## config.mk

```make
export PLATFORM = sky130hd
export DESIGN_NAME = hpoc_divider
export DESIGN_NICKNAME = d
export VERILOG_FILES = /design/src/hpoc_pkg.sv /design/src/hpoc_divider.sv
export SDC_FILE = /design/constraint.sdc
export NUM_CORES = 1
export LEC_CHECK = 0
export ABC_AREA = 0
export ABC_CLOCK_PERIOD_IN_PS = 4100
export BUFFER_PORTS_ARGS = -buffer_cell sky130_fd_sc_hd__buf_4
export CAP_MARGIN = 20
export CORE_MARGIN = 1.5
export CORE_UTILIZATION = 30
export CTS_CLUSTER_DIAMETER = 80
export CTS_CLUSTER_SIZE = 30
export DETAILED_ROUTE_END_ITERATION = 10
export PLACE_DENSITY = 0.56
export SKIP_CTS_REPAIR_TIMING = 1
export SLEW_MARGIN = 5
export SYNTH_ARGS = -nofsm -noshare
export SYNTH_HDL_FRONTEND = slang
export SYNTH_SLANG_ARGS = --single-unit
```

## constraint.sdc

```tcl
create_clock -name clk -period 4.1 [get_ports clk]
set_input_delay 0 -clock clk [delete_from_list [all_inputs] [get_ports clk]]
set_output_delay 0 -clock clk [all_outputs]
set_load 0.005 [all_outputs]
```

## src/hpoc_pkg.sv

```systemverilog
// package for the h264 picture order count core
// holds widths, register indexes, sequencer states and small helpers; no dependencies
package hpoc_pkg;

  localparam int CYCLE_DEPTH = 256;
  localparam int IDX_W = $clog2(CYCLE_DEPTH);
  localparam int LEN_W = IDX_W + 1;

  // configuration register indexes
  localparam logic [2:0] REG_POC_TYPE   = 3'd0;
  localparam logic [2:0] REG_LOG2_LSB   = 3'd1;
  localparam logic [2:0] REG_LOG2_FN    = 3'd2;
  localparam logic [2:0] REG_CYCLE_LEN  = 3'd3;
  localparam logic [2:0] REG_NONREF_OFF = 3'd4;
  localparam logic [2:0] REG_T2B_OFF    = 3'd5;

  // poc methods
  localparam logic [1:0] POC_TYPE0     = 2'd0;
  localparam logic [1:0] POC_TYPE1     = 2'd1;
  localparam logic [1:0] POC_TYPE2     = 2'd2;
  localparam logic [1:0] POC_TYPE_NONE = 2'd3;

  typedef enum logic [3:0] {
    ST_IDLE,
    ST_SUM_RD,
    ST_SUM_ACC,
    ST_DIV,
    ST_MUL,
    ST_PART_RD,
    ST_PART_ACC,
    ST_FINISH,
    ST_OUT
  } seq_state_t;

  typedef struct packed {
    logic [1:0]  poc_type;
    logic [4:0]  log2_max_poc_lsb;
    logic [4:0]  log2_max_frame_num;
    logic [7:0]  cycle_length;
    logic [31:0] non_ref_offset;
    logic [31:0] top_to_bottom_offset;
  } cfg_t;

  typedef struct packed {
    logic        req_type;
    logic        is_idr;
    logic        is_reference;
    logic        prev_had_mmco5;
    logic        prev_was_bottom;
    logic        field_pic;
    logic        bottom_field;
    logic [15:0] poc_lsb;
    logic [15:0] frame_number;
    logic [31:0] delta_bottom;
    logic [31:0] delta_first;
    logic [31:0] delta_second;
  } req_t;

  typedef struct packed {
    logic [31:0] current_poc;
    logic [31:0] top_poc;
    logic [31:0] bottom_poc;
    logic [31:0] frame_order;
  } res_t;

  // table port between sequencer and offset memory
  typedef struct packed {
    logic             wr_en;
    logic [IDX_W-1:0] wr_addr;
    logic [31:0]      wr_data;
    logic [IDX_W-1:0] rd_addr;
  } tbl_ctl_t;

  function automatic logic [4:0] clamp_log2(input logic [4:0] v);
    if (v < 5'd4) return 5'd4;
    if (v > 5'd16) return 5'd16;
    return v;
  endfunction

  function automatic logic slt32(input logic [31:0] a, input logic [31:0] b);
    return $signed(a) < $signed(b);
  endfunction

endpackage

```

## src/hpoc_divider.sv

```systemverilog
// restoring divider, one quotient bit per cycle, 32-bit dividend by 9-bit divisor
// uses hpoc_pkg
module hpoc_divider
  import hpoc_pkg::*;
(
  input  logic             clk,
  input  logic             rst,
  input  logic             start,
  input  logic [31:0]      dividend,
  input  logic [LEN_W-1:0] divisor,
  output logic             done,
  output logic [31:0]      quotient,
  output logic [LEN_W-1:0] remainder
);
  logic [5:0]     count;
  logic           busy;
  logic [LEN_W:0] trial;

  assign trial = {remainder, quotient[31]} - {1'b0, divisor};

  // one shift-subtract step per cycle
  always_ff @(posedge clk) begin
    if (rst) begin
      busy  <= 1'b0;
      done  <= 1'b0;
      count <= '0;
    end else begin
      done <= 1'b0;
      if (start) begin
        busy      <= 1'b1;
        count     <= 6'd32;
        quotient  <= dividend;
        remainder <= '0;
      end else if (busy) begin
        if (!trial[LEN_W]) begin
          remainder <= trial[LEN_W-1:0];
          quotient  <= {quotient[30:0], 1'b1};
        end else begin
          remainder <= {remainder[LEN_W-2:0], quotient[31]};
          quotient  <= {quotient[30:0], 1'b0};
        end
        count <= count - 6'd1;
        if (count == 6'd1) begin
          busy <= 1'b0;
          done <= 1'b1;
        end
      end
    end
  end
endmodule

```

; After elaboration in Yosys (flattened, before gate mapping)
; Index checks and enable logic that the tools add are counted.
[word_totals]
ff_bits = 49
in_bits = 44
out_inout_bits = 42
elab_cells = 26
[op_classes]
addsub = 2
eq_ne = 1
n_mux = 11
bitwise = 2
reduce_logical = 4
[ops]
columns = op, count
row1 = 2-to-1 mux 32 bit, 2
row2 = 2-to-1 mux 9 bit, 2
row3 = 2-to-1 mux 6 bit, 2
row4 = subtractor 10 x 9 -> 10 bit, 1
row5 = "== test 6 x 1 -> 1 bit, second input constant", 1
row6 = "subtractor 6 x 1 -> 6 bit, second input constant", 1
row7 = 2-to-1 mux 1 bit, 5
row8 = OR reduction 3 bit, 1
row9 = NOT 1 bit, 2
row10 = AND reduction 2 bit, 1
row11 = nonzero test 2 bit, 1
row12 = OR reduction 2 bit, 1

; Depth between registers and ports, before layout
[depth]
depth_word = 4
ltp_mapped = 8
ltp_nobuf = 8

; Least setup slack after synthesis
; No wires, ideal clock.
[synth_path]
path_kind = register to register
from = register busy
to = register quotient[0] (enable)
setup_ns = 0.455
t_arrival_ns = 2.494
required_ns = 3.645
setup_slack_ns = 1.151
stages_incl_launch_ff = 3
path_buffers = 0
synth_period_minus_slack_ns = 2.949
cell_sequence = dfxtp_1 -> inv_1 -> a21oi_1
[synth_between]
elab_chain_cells = 2
[synth_lines]
columns = item, line_no
row1 = from (decl), hpoc_divider.sv:16  ; logic busy;
row2 = from (signal assigned), hpoc_divider.sv:24  ; busy <= 1'b0;
row3 = from (signal assigned), hpoc_divider.sv:30  ; busy <= 1'b1;
row4 = from (signal assigned), hpoc_divider.sv:44  ; busy <= 1'b0;
row5 = nonzero test 2 bit (no source line), n/a
row6 = AND reduction 2 bit (no source line), n/a
row7 = to (signal assigned), hpoc_divider.sv:32  ; quotient <= dividend;
row8 = to (signal assigned), hpoc_divider.sv:37  ; quotient <= {quotient[30:0], 1'b1};
row9 = to (signal assigned), hpoc_divider.sv:40  ; quotient <= {quotient[30:0], 1'b0};
row10 = to (decl), hpoc_divider.sv:12  ; output logic [31:0] quotient,
; No other way between the ends.
; A chain may end at the register's enable or synchronous reset.

; Worst setup path in the final report
[layout_path]
from = register remainder[6]
to = register quotient[0] (data pin)
[layout_between]
elab_chain_cells = 4
[layout_lines]
columns = item, line_no
row1 = from (decl), hpoc_divider.sv:13  ; output logic [LEN_W-1:0] remainder
row2 = from (signal assigned), hpoc_divider.sv:36  ; remainder <= trial[LEN_W-1:0];
row3 = from (signal assigned), hpoc_divider.sv:39  ; remainder <= {remainder[LEN_W-2:0], quotient[31]};
row4 = subtractor 10 x 9 -> 10 bit, hpoc_divider.sv:19  ; assign trial = {remainder, quotient[31]} - {1'b0, divisor};
row5 = 2-to-1 mux 1 bit, hpoc_divider.sv:35  ; if (!trial[LEN_W]) begin
row6 = 2-to-1 mux 32 bit, hpoc_divider.sv:34  ; end else if (busy) begin
row7 = 2-to-1 mux 32 bit, hpoc_divider.sv:29  ; if (start) begin
; No other way between the ends. The select of a mux whose other input is x is not followed.

==> metrics.cfg <==
[synthesis]
synth_top_area_share_pct = 45.1
synth_top_area_cell = edfxtp_1
syn_nets = 271
syn_inst = 215
synthTopCellsByCount = edfxtp_1 (41), mux2_2 (32), inv_1 (15)
syn_avg_cell_area_um2 = 12.7
synth_edf_count = 41
synth_area_leaders = edfxtp_1 (45%), mux2_2 (13%), dfxtp_1 (5.9%)
syn_area_um2 = 2730
synth_ff_type = edfxtp_1
synth_seq_cells = 49
yosysWarnings = 0
synthArstFlopShare_pct = 0
synth_cell_types = 53
synth_most_common_cell = edfxtp_1
seq_area_frac_synth_pct = 51.0

[floorplanning]
ios = 86
die_area_um2 = 9680
die_width_um = 98.4
start_util_pct = 31.1
dieHeight_um = 98.4
fp-row-count = 34
core_um2 = 8760

[global_routing]
grt_overflow = 0
antenna_found_initial = 0
grt_pass1_vias = 1932
grt_max_degree = 41
grt.total_usage_pct = 12.4
grt_pass1_wl_um = 9580

[route]
vias = 2083
drc_errors = 0
viasPerCell = 4.71
firstDrtPassIters = 4
wirelength_um = 6220
routedWlPerCell_um = 14.1
drt_iter0_markers = 79
antenna_left = 0

[clock_tree]
clockBufferDepth = 2
ctsRootBufferMaster = clkbuf_8
cts.clk_slew.worst_paths_ps = 100
clkLatencyLatePin_ps = 310
cts_buffers = 5
cts_tree = done
htree_levels = 2
cts.sinks = 49

[sta]
fin_setup_tns_ps = 0
slew_violations = 0
relSlewSlack_pct = 43.6
clock-skew-final_ps = 8.61
rsz0062_at_grt = no
max_freq_mhz = 442
period_share_pct = 55.1
tightest_slew_ps = 843
finalCriticalPeriod_ps = 2260
finalHoldViolCount = 0
finalSetupViolCount = 0

[cells_and_area]
fin_nets = 389
fill_cells = 828
syn_to_final_growth_pct = 43.0
layout-drive-gt1-share_pct = 42.5
final_cells = 442
multi_input_area_um2 = 1260
antenna_cells = 0
seq_area_um2 = 1390

[power_and_ir_drop]
p_leak_nw = 1.60
p_clk_share_pct = 23.0
p_comb_share_pct = 28.4
p_int_mw = 0.907
swShare_pct = 28.3
powerDensity_nw_per_um2 = 324
p_sw_mw = 0.358
pwr-share-seq_pct = 48.6
ir_drop_v = 0.000156

[critical_path]
cp_max_fo = 8
r2r_slack_ps = 1840
cp.arrival_ps = 2330
critical_path.endpoint_type = flip-flop
worstPathCellList = ha_1 > and3b_1 > a221oi_2 > and2b_4 > nand3_4 > mux2_2
required_ps = 4170
slowest_delay_ps = 430
worstSetupStartpointType = flip-flop
slowest_stage = edfxtp_1
worst-setup-path-type = reg2reg

[run]
maxCapViolCount = 0

[worst_hold_path]
min_path_type = in2reg

[placement]
io_buffers = 85
hpwlAfterDp_um = 4510
placed_cells = 402
gp_congestion = 0.818

[status]
status = finished, final reports clean

## worst max-delay path, delay by kind of cell (launching register included)
kind | cells | cell delay (ps)
fa+ha+maj | 1 | 410
simple gates | 3 | 580
mux | 1 | 290
flops | 1 | 430
compound gates | 1 | 310
## final cells by class
cell class | count | area share (%)
timing repair buffer | 118 | 24.8
clock inverter | 3 | 0.577
multi-input combinational | 144 | 32.4
inverter | 15 | 1.44
tap | 108 | 3.46
sequential | 49 | 35.7
clock buffer | 5 | 1.76
## placed cells by master (no fill, tap or decap), types with 5 or more instances in the layout
master	n
buf_4	86
edfxtp_1	41
mux2_2	32
dlygate4sd3_1	32
inv_1	15
ha_1	11
nand2_1	10
nor2_1	10
dfxtp_1	8
a21oi_1	7
xnor2_1	5
clkbuf_8	5
## path summary, 6_finish.rpt
check,start,end,depth (start not counted)
min,dividend[3],quotient[3],2
min reg2reg,count[1],count[1],2
max,remainder[6],quotient[0],6
max reg2reg,remainder[6],quotient[0],6
## cell families (layout without fill, tap and decap cells)
kind of cell             after synthesis  count (layout)  synth area share, %
AND/OR/NAND/NOR                       51              51                 11.4
XOR/XNOR                               8               8                 2.57
multiplexers                          34              34                 13.9
adder cells (fa/ha/maj)               12              12                 5.78
AO/OA/AOI/OAI                         39              39                 12.2
buffers and inverters                 22             141                 3.16
flip-flops                            49              49                 51.0
## registers in the layout, indices dropped and copies added (netlist names)
register and flops:
count 6, remainder 9, quotient 32, busy 1, done 1
## per-layer routing
metal / vias to the layer above / global-route usage [%] / part of all wire (%) / wire, um
met5: - / 0 / 0 / 0
met4: 0 / 3.36 / 1.4 / 84
met3: 8 / 3.44 / 6.0 / 376
met2: 68 / 19.8 / 48 / 3010
met1: 958 / 16.6 / 44 / 2750
li1: 1049 / - / - / -
## through the flow
step | total power [mW] | instance area (um2) | setup WS, ps | hold slack, ps | util [%]
after floorplan | 0.836 | 2730 | 1150 | 69.1 | -
after global placement | 0.963 | 3490 | 1870 | 207 | 39.8
after detailed placement | 0.964 | 3490 | 1790 | 204 | 39.8
after CTS | 1.26 | 3580 | 1830 | -130 | 40.9
after global routing | 1.34 | 3900 | 1690 | 9.57 | 44.5
final | 1.26 | 3900 | 1840 | 23.2 | 44.5
## power by group through the flow
stage          clock network [mW]  logic [mW]  registers (mW)
2_1_floorplan                   0       0.211           0.625
6_report                    0.290       0.359           0.615
3_3_place_gp                    0       0.337           0.626
5_1_grt                     0.325       0.393           0.622
4_1_cts                     0.303       0.338           0.616
3_5_place_dp                    0       0.338           0.626
(Power assumes the default switching activity.)
